## src/sv/per_core_ready_queue_manager_top_macros.svh

```systemverilog
// Assertion macros shared by the ready queue manager.
`ifndef PER_CORE_READY_QUEUE_MANAGER_TOP_MACROS_SVH
`define PER_CORE_READY_QUEUE_MANAGER_TOP_MACROS_SVH
// Assert an implication on every rising clock edge outside reset.
`define RQM_ASSERT_IMP(label, clk, rst, ante, cons, msg) \
   label: assert property (@(posedge clk) disable iff (rst) (ante) |-> (cons)) else $error(msg);
// Assert an implication whose consequent must hold in the next cycle.
`define RQM_ASSERT_NEXT(label, clk, rst, ante, cons, msg) \
   label: assert property (@(posedge clk) disable iff (rst) (ante) |=> (cons)) else $error(msg);
`endif

```

## src/sv/rqm_pkg.sv

```systemverilog
// ----------------------------------------------------------------------------
// rqm_pkg
// Shared types, codes and default sizes of the ready queue manager.
// ----------------------------------------------------------------------------
`timescale 1ns / 1ps
package rqm_pkg;
   localparam int CORES_DEFAULT = 4;
   localparam int QUEUE_DEPTH_DEFAULT = 16;

   localparam logic [2:0] CMD_INSERT = 3'd0;
   localparam logic [2:0] CMD_POP_HEAD = 3'd1;
   localparam logic [2:0] CMD_POP_UNPINNED = 3'd2;
   localparam logic [2:0] CMD_SET_RUNNING = 3'd3;
   localparam logic [2:0] CMD_READ_RUNNING = 3'd4;

   localparam logic [1:0] ST_OK = 2'd0;
   localparam logic [1:0] ST_EMPTY = 2'd1;
   localparam logic [1:0] ST_FULL = 2'd2;
   localparam logic [1:0] ST_INVAL = 2'd3;

   typedef struct packed {
      logic [2:0] command;
      logic [2:0] core;
      logic [7:0] thread_id;
      logic [3:0] affinity;
      logic       at_head;
   } req_type;

   typedef struct packed {
      logic [1:0] status;
      logic [7:0] out_thread;
      logic [3:0] out_affinity;
      logic [4:0] queue_count;
   } rsp_type;

   typedef struct packed {
      logic [7:0] thread_id;
      logic [3:0] affinity;
   } entry_type;

   // Per-step control broadcast from the sequencer to every cell.
   typedef struct packed {
      logic       run;
      logic       first;
      logic       ins_head;
      logic       ins_tail;
      logic       remove;
      logic       scan;
      entry_type  new_entry;
   } cell_ctl_type;

   typedef enum logic [1:0] {
      S_IDLE,
      S_WALK,
      S_DONE
   } state_type;
endpackage

```

## src/sv/per_core_ready_queue_manager_top.sv

```systemverilog
// ----------------------------------------------------------------------------
// per_core_ready_queue_manager_top
// Per-core bounded ready queues of threads with affinity tags.
// ----------------------------------------------------------------------------
// Usage: one command transaction enters on req_* (valid/stall) and yields
// exactly one result transaction on rsp_* (valid/stall). Each core queue is
// a row of cells; an insert or removal shifts the affected cells of the row
// together. The sequencer walks the addressed row one cell per cycle to
// find the first unpinned entry. After acceptance the command passes the
// WALK state (repeated once per scanned cell for pop-first-unpinned) and
// the DONE state, which registers the result; the sequencer then returns
// to IDLE. One command is in flight at a time; the next is accepted once
// the result has been registered and is not held by a stalled receiver.
// When rsp_stall is high the result register holds its transaction
// unchanged.
// Synchronous reset empties every queue count and clears the running
// threads; queue contents are not cleared since only counted entries are
// ever read.
// ----------------------------------------------------------------------------
`timescale 1ns / 1ps
`include "per_core_ready_queue_manager_top_macros.svh"
module per_core_ready_queue_manager_top #(
   parameter int CORES = rqm_pkg::CORES_DEFAULT,
   parameter int QUEUE_DEPTH = rqm_pkg::QUEUE_DEPTH_DEFAULT
) (
   input  logic             clock,
   input  logic             reset,
   input  logic             req_valid,
   output logic             req_stall,
   input  rqm_pkg::req_type req_data,
   output logic             rsp_valid,
   input  logic             rsp_stall,
   output rqm_pkg::rsp_type rsp_data
);
   import rqm_pkg::*;

   localparam int PW = $clog2(QUEUE_DEPTH + 1);
   localparam int IW = (QUEUE_DEPTH > 1) ? $clog2(QUEUE_DEPTH) : 1;

   cell_ctl_type ctl;
   entry_type cells [CORES][QUEUE_DEPTH];
   entry_type scan_entry;
   logic [IW-1:0] scan_index;
   logic [PW-1:0] cut_pos;
   logic [PW-1:0] count_sel;
   logic [2:0] core_q;

   // The core of the incoming request picks the row when it is accepted.
   assign core_q = req_data.core;

   rqm_ctrl #(.CORES(CORES), .QUEUE_DEPTH(QUEUE_DEPTH)) u_ctrl (
      .clock(clock), .reset(reset),
      .req_valid(req_valid), .req_stall(req_stall), .req_data(req_data),
      .rsp_valid(rsp_valid), .rsp_stall(rsp_stall), .rsp_data(rsp_data),
      .scan_entry(scan_entry), .scan_index(scan_index), .cut_pos(cut_pos),
      .count_sel(count_sel), .ctl(ctl)
   );

   // The row under scan is tracked locally from the accepted transaction.
   logic [2:0] row_ff, row_in;
   assign row_in = (req_valid && !req_stall) ? core_q : row_ff;
   always_ff @(posedge clock) begin
      row_ff <= row_in;
   end

   always_comb begin
      scan_entry = '0;
      for (int c = 0; c < CORES; c++) begin
         if (32'(row_ff) == c) scan_entry = cells[c][scan_index];
      end
   end

   // An insert at the head shifts cells up to and including the count; a removal
   // shifts cells at or past the cut position and below the count; a tail insert writes the count cell.
   for (genvar c = 0; c < CORES; c++) begin : g_core
      for (genvar p = 0; p < QUEUE_DEPTH; p++) begin : g_cell
         logic act;
         assign act = ctl.ins_head ? (32'(p) <= 32'(count_sel)) :
                      (32'(p) >= 32'(cut_pos) && 32'(p) + 1 < 32'(count_sel) + 1);
         rqm_cell u_cell (
            .clock(clock), .ctl(ctl),
            .sel_core(32'(row_ff) == c),
            .active(act),
            .at_remove(32'(p) == 32'(count_sel)),
            .is_pos0(p == 0),
            .left_entry(cells[c][(p == 0) ? 0 : p - 1]),
            .right_entry(cells[c][(p == QUEUE_DEPTH - 1) ? p : p + 1]),
            .entry(cells[c][p])
         );
      end
   end

   `RQM_ASSERT_NEXT(a_rsp_hold, clock, reset, rsp_valid && rsp_stall, rsp_valid && $stable(rsp_data), "stalled result changed")
   `RQM_ASSERT_NEXT(a_accept_blocks, clock, reset, req_valid && !req_stall, req_stall, "accepted while busy")
   `RQM_ASSERT_IMP(a_count_range, clock, reset, rsp_valid, 32'(rsp_data.queue_count) <= QUEUE_DEPTH, "count beyond depth")
endmodule

```

## src/sv/rqm_cell.sv

```systemverilog
// ----------------------------------------------------------------------------
// rqm_cell
// One queue position of one core: holds an entry and shifts with neighbors.
// ----------------------------------------------------------------------------
`timescale 1ns / 1ps
module rqm_cell (
   input  logic                 clock,
   input  rqm_pkg::cell_ctl_type ctl,
   input  logic                 sel_core,
   input  logic                 active,
   input  logic                 at_remove,
   input  logic                 is_pos0,
   input  rqm_pkg::entry_type   left_entry,
   input  rqm_pkg::entry_type   right_entry,
   output rqm_pkg::entry_type   entry
);
   import rqm_pkg::*;

   entry_type entry_ff;
   entry_type entry_in;

   // A cell of the selected core updates only in the commit step (first) of a command.
   always_comb begin
      entry_in = entry_ff;
      if (ctl.run && ctl.first && sel_core) begin
         if (ctl.ins_head && active) begin
            entry_in = is_pos0 ? ctl.new_entry : left_entry;
         end else if (ctl.ins_tail && at_remove) begin
            entry_in = ctl.new_entry;
         end else if (ctl.remove && active) begin
            entry_in = right_entry;
         end
      end
   end

   always_ff @(posedge clock) begin
      entry_ff <= entry_in;
   end

   assign entry = entry_ff;
endmodule

```

## src/sv/rqm_ctrl.sv

```systemverilog
// ----------------------------------------------------------------------------
// rqm_ctrl
// Command sequencer: for pop-first-unpinned scans a core's cells one per cycle, then commits.
// ----------------------------------------------------------------------------
`timescale 1ns / 1ps
module rqm_ctrl #(
   parameter int CORES = rqm_pkg::CORES_DEFAULT,
   parameter int QUEUE_DEPTH = rqm_pkg::QUEUE_DEPTH_DEFAULT,
   localparam int PW = $clog2(QUEUE_DEPTH + 1),
   localparam int IW = (QUEUE_DEPTH > 1) ? $clog2(QUEUE_DEPTH) : 1
) (
   input  logic                  clock,
   input  logic                  reset,
   input  logic                  req_valid,
   output logic                  req_stall,
   input  rqm_pkg::req_type      req_data,
   output logic                  rsp_valid,
   input  logic                  rsp_stall,
   output rqm_pkg::rsp_type      rsp_data,
   input  rqm_pkg::entry_type    scan_entry,
   output logic [IW-1:0]         scan_index,
   output logic [PW-1:0]         cut_pos,
   output logic [PW-1:0]         count_sel,
   output rqm_pkg::cell_ctl_type ctl
);
   import rqm_pkg::*;

   localparam int CW = (CORES > 1) ? $clog2(CORES) : 1;

   state_type state_ff, state_in;
   req_type   req_ff, req_in;
   logic [PW-1:0] pos_ff, pos_in;
   logic [PW-1:0] count_ff [CORES];
   logic [PW-1:0] count_in [CORES];
   logic [7:0] run_ff [CORES];
   logic [7:0] run_in [CORES];
   rsp_type rsp_ff, rsp_in;
   logic rsp_valid_ff, rsp_valid_in;
   logic found_ff, found_in;
   logic core_ok;
   logic [CW-1:0] core_idx;
   logic accept;
   logic [PW-1:0] n;
   logic hit;

   assign accept = req_valid && !req_stall;
   assign core_ok = {29'd0, req_ff.core} < 32'(CORES);
   assign core_idx = req_ff.core[CW-1:0];
   assign n = core_ok ? count_ff[core_idx] : '0;
   assign count_sel = n;
   assign scan_index = pos_ff[IW-1:0];
   assign hit = ({28'd0, scan_entry.affinity} >= 32'(CORES));
   assign cut_pos = pos_ff;

   always_comb begin
      state_in = state_ff;
      case (state_ff)
         S_IDLE: if (accept) state_in = S_WALK;
         S_WALK: begin
            if (req_ff.command != CMD_POP_UNPINNED || !core_ok || pos_ff >= n ||
                hit) begin
               state_in = S_DONE;
            end
         end
         S_DONE: state_in = S_IDLE;
         default: state_in = S_IDLE;
      endcase
   end

   always_comb begin
      req_in = req_ff;
      pos_in = pos_ff;
      found_in = found_ff;
      rsp_in = rsp_ff;
      rsp_valid_in = rsp_valid_ff && rsp_stall;
      count_in = count_ff;
      run_in = run_ff;
      ctl = '0;
      ctl.new_entry.thread_id = req_ff.thread_id;
      ctl.new_entry.affinity = req_ff.affinity;
      case (state_ff)
         S_IDLE: begin
            if (accept) begin
               req_in = req_data;
               pos_in = '0;
               found_in = 1'b0;
            end
         end
         S_WALK: begin
            if (req_ff.command == CMD_POP_UNPINNED && core_ok && pos_ff < n) begin
               if (hit) found_in = 1'b1; else pos_in = pos_ff + 1'b1;
            end else if (req_ff.command == CMD_POP_HEAD) begin
               pos_in = '0;
            end
         end
         S_DONE: begin
            rsp_valid_in = 1'b1;
            rsp_in = '0;
            if (!core_ok) begin
               rsp_in.status = ST_INVAL;
            end else begin
               ctl.run = 1'b1;
               ctl.first = 1'b1;
               case (req_ff.command)
                  CMD_INSERT: begin
                     if (req_ff.thread_id == 8'd0) rsp_in.status = ST_INVAL;
                     else if (32'(n) >= 32'(QUEUE_DEPTH)) rsp_in.status = ST_FULL;
                     else begin
                        ctl.ins_head = req_ff.at_head;
                        ctl.ins_tail = !req_ff.at_head;
                        pos_in = n;
                        count_in[core_idx] = n + 1'b1;
                     end
                  end
                  CMD_POP_HEAD, CMD_POP_UNPINNED: begin
                     if ((req_ff.command == CMD_POP_HEAD && n == '0) ||
                         (req_ff.command == CMD_POP_UNPINNED && !found_ff)) begin
                        rsp_in.status = ST_EMPTY;
                     end else begin
                        ctl.remove = 1'b1;
                        rsp_in.out_thread = scan_entry.thread_id;
                        rsp_in.out_affinity = scan_entry.affinity;
                        count_in[core_idx] = n - 1'b1;
                     end
                  end
                  CMD_SET_RUNNING: begin
                     if (req_ff.thread_id == 8'd0) rsp_in.status = ST_INVAL;
                     else begin
                        run_in[core_idx] = req_ff.thread_id;
                        rsp_in.out_thread = req_ff.thread_id;
                     end
                  end
                  CMD_READ_RUNNING: rsp_in.out_thread = run_ff[core_idx];
                  default: rsp_in.status = ST_INVAL;
               endcase
               rsp_in.queue_count = 5'(count_in[core_idx]);
            end
         end
         default: ;
      endcase
   end

   always_ff @(posedge clock) begin
      if (reset) begin
         state_ff <= S_IDLE;
         rsp_valid_ff <= 1'b0;
         for (int c = 0; c < CORES; c++) begin
            count_ff[c] <= '0;
            run_ff[c] <= '0;
         end
      end else begin
         state_ff <= state_in;
         rsp_valid_ff <= rsp_valid_in;
         count_ff <= count_in;
         run_ff <= run_in;
      end
      req_ff <= req_in;
      pos_ff <= pos_in;
      found_ff <= found_in;
      rsp_ff <= rsp_in;
   end

   assign req_stall = (state_ff != S_IDLE) || (rsp_valid_ff && rsp_stall);
   assign rsp_valid = rsp_valid_ff;
   assign rsp_data = rsp_ff;
endmodule

```

## config.mk

```make
export PLATFORM = sky130hd
export DESIGN_NAME = per_core_ready_queue_manager_top
export DESIGN_NICKNAME = d
export VERILOG_FILES = /design/src/sv/rqm_pkg.sv /design/src/sv/per_core_ready_queue_manager_top.sv /design/src/sv/rqm_cell.sv /design/src/sv/rqm_ctrl.sv
export VERILOG_INCLUDE_DIRS = /design/src /design/src/sv
export SDC_FILE = /design/constraint.sdc
export NUM_CORES = 2
export LEC_CHECK = 0
export BUFFER_PORTS_ARGS = -buffer_cell sky130_fd_sc_hd__buf_2
export CORE_ASPECT_RATIO = 0.5
export CORE_MARGIN = 5
export CORE_UTILIZATION = 53
export DETAILED_ROUTE_END_ITERATION = 12
export PLACE_DENSITY = 0.67
export SLEW_MARGIN = 20
export SYNTH_ARGS = -nofsm -noshare
export SYNTH_HDL_FRONTEND = slang
export SYNTH_SLANG_ARGS = --single-unit
```

## constraint.sdc

```tcl
create_clock -name clock -period 5.7 [get_ports clock]
set_input_delay 0.855 -clock clock [delete_from_list [all_inputs] [get_ports clock]]
set_output_delay 0.855 -clock clock [all_outputs]
set_load 0.02 [all_outputs]
```

Yosys cells after proc, flatten, opt, wreduce, memory -nomap -nowiden
Index checks and enable logic that the tools add are counted.
{"block": "word_totals", "regBits": 870, "input_bits": 23, "wordCells": 701}
{"block": "classes", "n_addsub": 4, "n_lt_le_gt_ge": 55, "eq_ne": 35, "mux": 272, "n_bitwise": 5, "n_reduce_logical": 180}
{"op": "two-way mux 12 bit", "n": 198}
{"op": "less-than comparator 4 x 32 -> 1 bit (first input constant)", "n": 8}
{"op": "binary-select mux 12 bit (select 4 bit)", "n": 4}
{"op": "AND reduction 2 bit", "n": 67}
{"op": "less-than comparator 3 x 32 -> 1 bit (first input constant)", "n": 4}
{"op": "two-way mux 20 bit", "n": 5}
{"op": "two-way mux 5 bit", "n": 16}
{"op": "logical AND 1 bit", "n": 75}
{"op": "less-than comparator 2 x 32 -> 1 bit (first input constant)", "n": 2}
{"op": "nonzero test 3 bit", "n": 16}
{"op": "bitwise mux 20 bit", "n": 2}
{"op": "== test 4 x 5 -> 1 bit (first input constant)", "n": 8}
{"op": ">= comparator 4 x 5 -> 1 bit (first input constant)", "n": 8}
{"op": "less-or-equal comparator 4 x 5 -> 1 bit (first input constant)", "n": 8}
{"op": "one-hot mux 20 bit (2 select lines)", "n": 1}
{"op": "bitwise mux 32 bit", "n": 1}
{"op": "less-than comparator 1 x 32 -> 1 bit (first input constant)", "n": 1}
{"op": "two-way mux 8 bit", "n": 4}
{"op": "one-hot mux 8 bit (3 select lines)", "n": 1}
{"op": "two-way mux 1 bit", "n": 23}
{"op": "binary-select mux 5 bit (select 2 bit)", "n": 2}
{"op": "== test 3 x 5 -> 1 bit (first input constant)", "n": 4}
{"op": ">= comparator 3 x 5 -> 1 bit (first input constant)", "n": 4}
{"op": "less-or-equal comparator 3 x 5 -> 1 bit (first input constant)", "n": 4}
{"op": "other kinds (49)", "n": 85}

Longest topological paths before layout
{"block": "logic_depth", "ltp_word": 17, "depth_mapped": 14, "depth_no_buf": 11}

Modules after synthesis
A second synthesis with hierarchy kept.
{"block": "unflattened", "cells_unflattened": 5027, "hier_area_um2": 55791.0}
{"module": "rqm_cell", "n_inst": 64, "cells_per_inst": 60, "area_each_um2": 674.4, "seq_area_each_um2": 360.3}
{"module": "per_core_ready_queue_manager_top", "n_inst": 1, "cells_per_inst": 621, "area_each_um2": 7078.0, "seq_area_each_um2": 90.1}
{"module": "rqm_ctrl", "n_inst": 1, "cells_per_inst": 566, "area_each_um2": 5551.6, "seq_area_each_um2": 2422.3}

Worst setup path after synthesis
No wires, ideal clock.
{"block": "synth_timing", "path_kind": "reg-to-reg", "startpoint": "register u_ctrl.req_ff, in the netlist u_ctrl.core_idx[0]", "endpoint": "register g_core[0].g_cell[3].u_cell.entry_ff, in the netlist g_core[0].g_cell[3].u_cell.entry[0] (enable)", "arrival_time_ps": 3740, "required_time_ps": 5320, "path_slack_ps": 1580, "path_stages_with_launch": 14, "n_path_buf": 3, "period_less_slack_ps": 4120, "cell_sequence": "edfxtp_1 -> buf_6 -> mux4_2 -> clkbuf_1 -> nand2_1 -> ha_1 -> clkbuf_1 -> or4bb_1 -> nor4_4 -> nor3_2 -> nand2_1 -> or3_1 -> o311a_1 -> nor2_1"}
{"block": "synth_between", "elab_chain_len": 15}
{"item": "start: declaration", "line": "rqm_ctrl.sv:31", "text": "req_type req_ff, req_in;"}
{"item": "start signal: assignment", "line": "rqm_ctrl.sv:157", "text": "req_ff <= req_in;"}
{"item": "branches (longest 14 deep; another with less-than comparator 3 x 32 -> 1 bit)"}
{"item": "AND reduction 2 bit (no source line) (*)"}
{"item": "end signal: assignment", "line": "rqm_cell.sv:37", "text": "entry_ff <= entry_in;"}
{"item": "end: declaration", "line": "rqm_cell.sv:19", "text": "entry_type entry_ff;"}
Mark *: on every way between the ends. The select of a mux whose other input is x is not followed.
A chain may end at the register's enable or synchronous reset.

Worst setup path after layout
{"block": "layout_timing", "startpoint": "register u_ctrl.req_ff, in the netlist u_ctrl.core_idx[0]", "endpoint": "register g_core[1].g_cell[2].u_cell.entry_ff, in the netlist g_core[1].g_cell[2].u_cell.entry[0] (enable)"}
{"block": "layout_between", "elab_chain_len": 15}
{"item": "branches (longest 14 deep; another with less-than comparator 2 x 32 -> 1 bit)"}
{"item": "AND reduction 2 bit (no source line) (*)"}
{"item": "end signal: assignment", "line": "rqm_cell.sv:37"}
{"item": "end: declaration", "line": "rqm_cell.sv:19"}
Marks and branches as above.

==> results.ini <==
[placement]
hpwlAfterDp_mm = 135.9
gp_congestion = 1.034
port_buffers = 43

[clocking]
cts_hold_buf = 0
cts.repair.resized = 0
htreeDepth = 3
worstSkewPairLatency_ns = 0.69
cts_tree = done
clock_path_buffers = 3
clock-sinks = 870
cts_made_buffers = 79
cts_root_buf = clkbuf_16
cts_setup_buffers = 0
clk_pin_slew_ns = 0.07

[critical_path]
critPathCaptureType = register
cp_common_cell = nand2_1
arrival_ns = 5.66
slowest_stage = a21oi_1
path_class = register to register
cp.required_ns = 6.00
startpoint_type = register
path_cells = mux4_2 -> nand2_1 -> ha_1 -> or4bb_1 -> nor4_4 -> nor3_2 -> nand2_1 -> o21ai_0 -> a21oi_1 -> nor2_2
max_stage_delay_ns = 0.96
worstPathMaxFanout = 12

[synth]
synth.area.top_cells = edfxtp_1, mux4_2, a221o_1, a21oi_1, nor2_1
yosysTopAreaCellShare = 0.5363
synth_most_common_cell = edfxtp_1
synth_top_cell_by_area = edfxtp_1
synthesis.nets = 3516
ys_types = 83
yosysSeqAreaShare = 0.5604
synthArstFlopShare = 0
ys_seq_elements = 870
synth_warnings = 0
syn_area_mm2 = 0.04563
syn_avg_cell_area_um2 = 13.13
syn_inst = 3475
yosys-top-cells-count = edfxtp_1, a221o_1, nor2_1, a21oi_1, mux4_2
synth-edff-count = 815
ys.flop_type = edfxtp_1

[pwr]
powerDensity_mw_per_mm2 = 346.0
leakage_uw = 0.01649
peakVddDrop_uv = 291.1

[global_routing]
grt_util_met1 = 0.5609
use_met2 = 0.5170
grt_pass1_vias = 32960
grtUsageMet3 = 0.2713
antenna_found_initial = 12
grt_overflow_total = 0
grt_most_used_layer = met1
grt_max_degree = 97
grt.total_usage = 0.4040
grt_pass1_wl_mm = 258.9

[timing]
worstMarginPinSlew_ns = 1.233
fmax_ghz = 0.1864
holdWs_ns = 0.3501
finalSetupViolCount = 0
relSlewSlack = 0.1782
fin_crit_ns = 5.365
tns_ns = 0
slew_violations = 0
rsz0062_at_grt = no
clock_skew_ns = 0.03274
hold_viol_final = 0
fin_crit_sh = 0.9412

[job]
drv_cap = 0

[floorplanning]
coreArea_mm2 = 0.08568
die_y_um = 217.5
die_w_um = 425.0
rows = 76
initial_utilization = 0.5326
die_area_mm2 = 0.09243
ios = 44

[layout]
area.growth.synth_to_final_pct = 9.369
final-seq-area_mm2 = 0.02557
drive_gt1_frac = 0.1885
num-fill-cells = 6761
multi_input_area_mm2 = 0.01886
finalNetCount = 3457

[worst_hold_path]
hold_path.class = input port to register

[detailed_routing]
drt-total-wl_mm = 189.9
drc = 0
vias_per_cell = 7.688
dr.first_iter.drc_count = 6887
postRouteAntennaNets = 0
num_vias = 35790
drt_first_pass_iters = 7
wl_per_cell_um = 40.79

[run_status]
status = completed

==> worst paths after layout <==
check                          start                             endpoint  slack (ns)  cells past startpoint
setup / recovery  u_ctrl.core_idx[0]  g_core[1].g_cell[2].u_cell.entry[0]        0.33                     10
hold reg to reg     u_ctrl.run_ff[6]                     u_ctrl.run_ff[6]        0.49                      2
setup reg to reg  u_ctrl.core_idx[0]  g_core[1].g_cell[2].u_cell.entry[0]        0.33                     10
hold / removal           req_data[5]                        u_ctrl.ctl[4]        0.35                      1
==> metal layers <==
layer,share of wire,up-vias
li1,-,14090
met1,0.37,17980
met2,0.38,3358
met3,0.22,361
met4,0.029,8
met5,0.00025,-
==> layout by cell type, fill, tap and decap left out, types with 7 or more instances in the layout <==
| cell | count |
|---|---|
| a211oi_1 | 9 |
| a21o_1 | 10 |
| a21oi_1 | 325 |
| a221o_1 | 514 |
| a221oi_1 | 8 |
| a22oi_1 | 22 |
| a31oi_1 | 8 |
| a32oi_1 | 10 |
| and2_1 | 114 |
| and3_1 | 12 |
| buf_2 | 43 |
| buf_4 | 127 |
| clkbuf_1 | 18 |
| clkbuf_16 | 81 |
| clkinv_1 | 20 |
| clkinv_2 | 13 |
| dfxtp_1 | 55 |
| edfxtp_1 | 815 |
| ha_1 | 18 |
| inv_1 | 79 |
| mux2_2 | 8 |
| mux2i_1 | 55 |
| mux4_2 | 241 |
| nand2_1 | 199 |
| nand2b_1 | 16 |
| nand3_1 | 30 |
| nand4_1 | 7 |
| nor2_1 | 304 |
| nor2_2 | 55 |
| nor2_4 | 13 |
| nor2b_1 | 7 |
| nor3_1 | 15 |
| o21ai_0 | 71 |
| o22ai_1 | 9 |
==> cells by family after synthesis <==
group | synth area share
compound gates | 0.1816
flops | 0.5604
simple gates | 0.08291
buf+inv | 0.03542
mux | 0.1333
fa+ha+maj | 0.004935
xor+xnor | 0.001344
==> area by class of cell <==
cell class,instances,area share
clock buffer,101,0.04252
inverter,81,0.006092
tap,1170,0.02933
timing repair buffer,173,0.02477
antenna,5,0.0002507
sequential,870,0.5124
multi-input combinational,2211,0.3779
clock inverter,45,0.006744
==> flip-flops by register name, indices dropped and copies added, names as in the netlist <==
name,cells
u_ctrl.state_ff,2
u_ctrl.req_ff,5
u_ctrl.run_ff,32
u_ctrl.rsp_data,19
u_ctrl.core_idx,2
u_ctrl.cut_pos,5
g_core.g_cell.u_cell.entry,768
u_ctrl.ctl,12
u_ctrl.found_ff,1
u_ctrl.rsp_valid,1
u_ctrl.count_ff,20
row_ff,3
==> metrics by stage <==
stage | setup WS [ns] | instance area, µm² | instances | util | total power (µW)
global placement | 0.8229 | 47400 | 4504 | 0.5533 | 11650
detailed placement | 0.6697 | 47400 | 4504 | 0.5533 | 11650
CTS | 0.6830 | 49860 | 4650 | 0.5820 | 16910
finish | 0.3350 | 49910 | 4656 | 0.5825 | 17270
floorplan | 1.580 | 45630 | 3475 | - | 10010
global route | 0.2489 | 49900 | 4651 | 0.5824 | 17530
==> power breakdown <==
part | switching [µW] | leakage [µW] | internal, µW
clock | 2610 | 0.00120 | 2830
combinational | 2860 | 0.00751 | 1770
sequential | 172 | 0.00779 | 7020
==> worst max-delay path: cells and delay by family (launching register included) <==
kind	cells	cell delay (ns)
compound gates	2	1.12
fa+ha+maj	1	0.47
flops	1	0.48
mux	1	0.67
simple gates	6	2.24
Note: power is estimated with default switching activity, not from simulation.
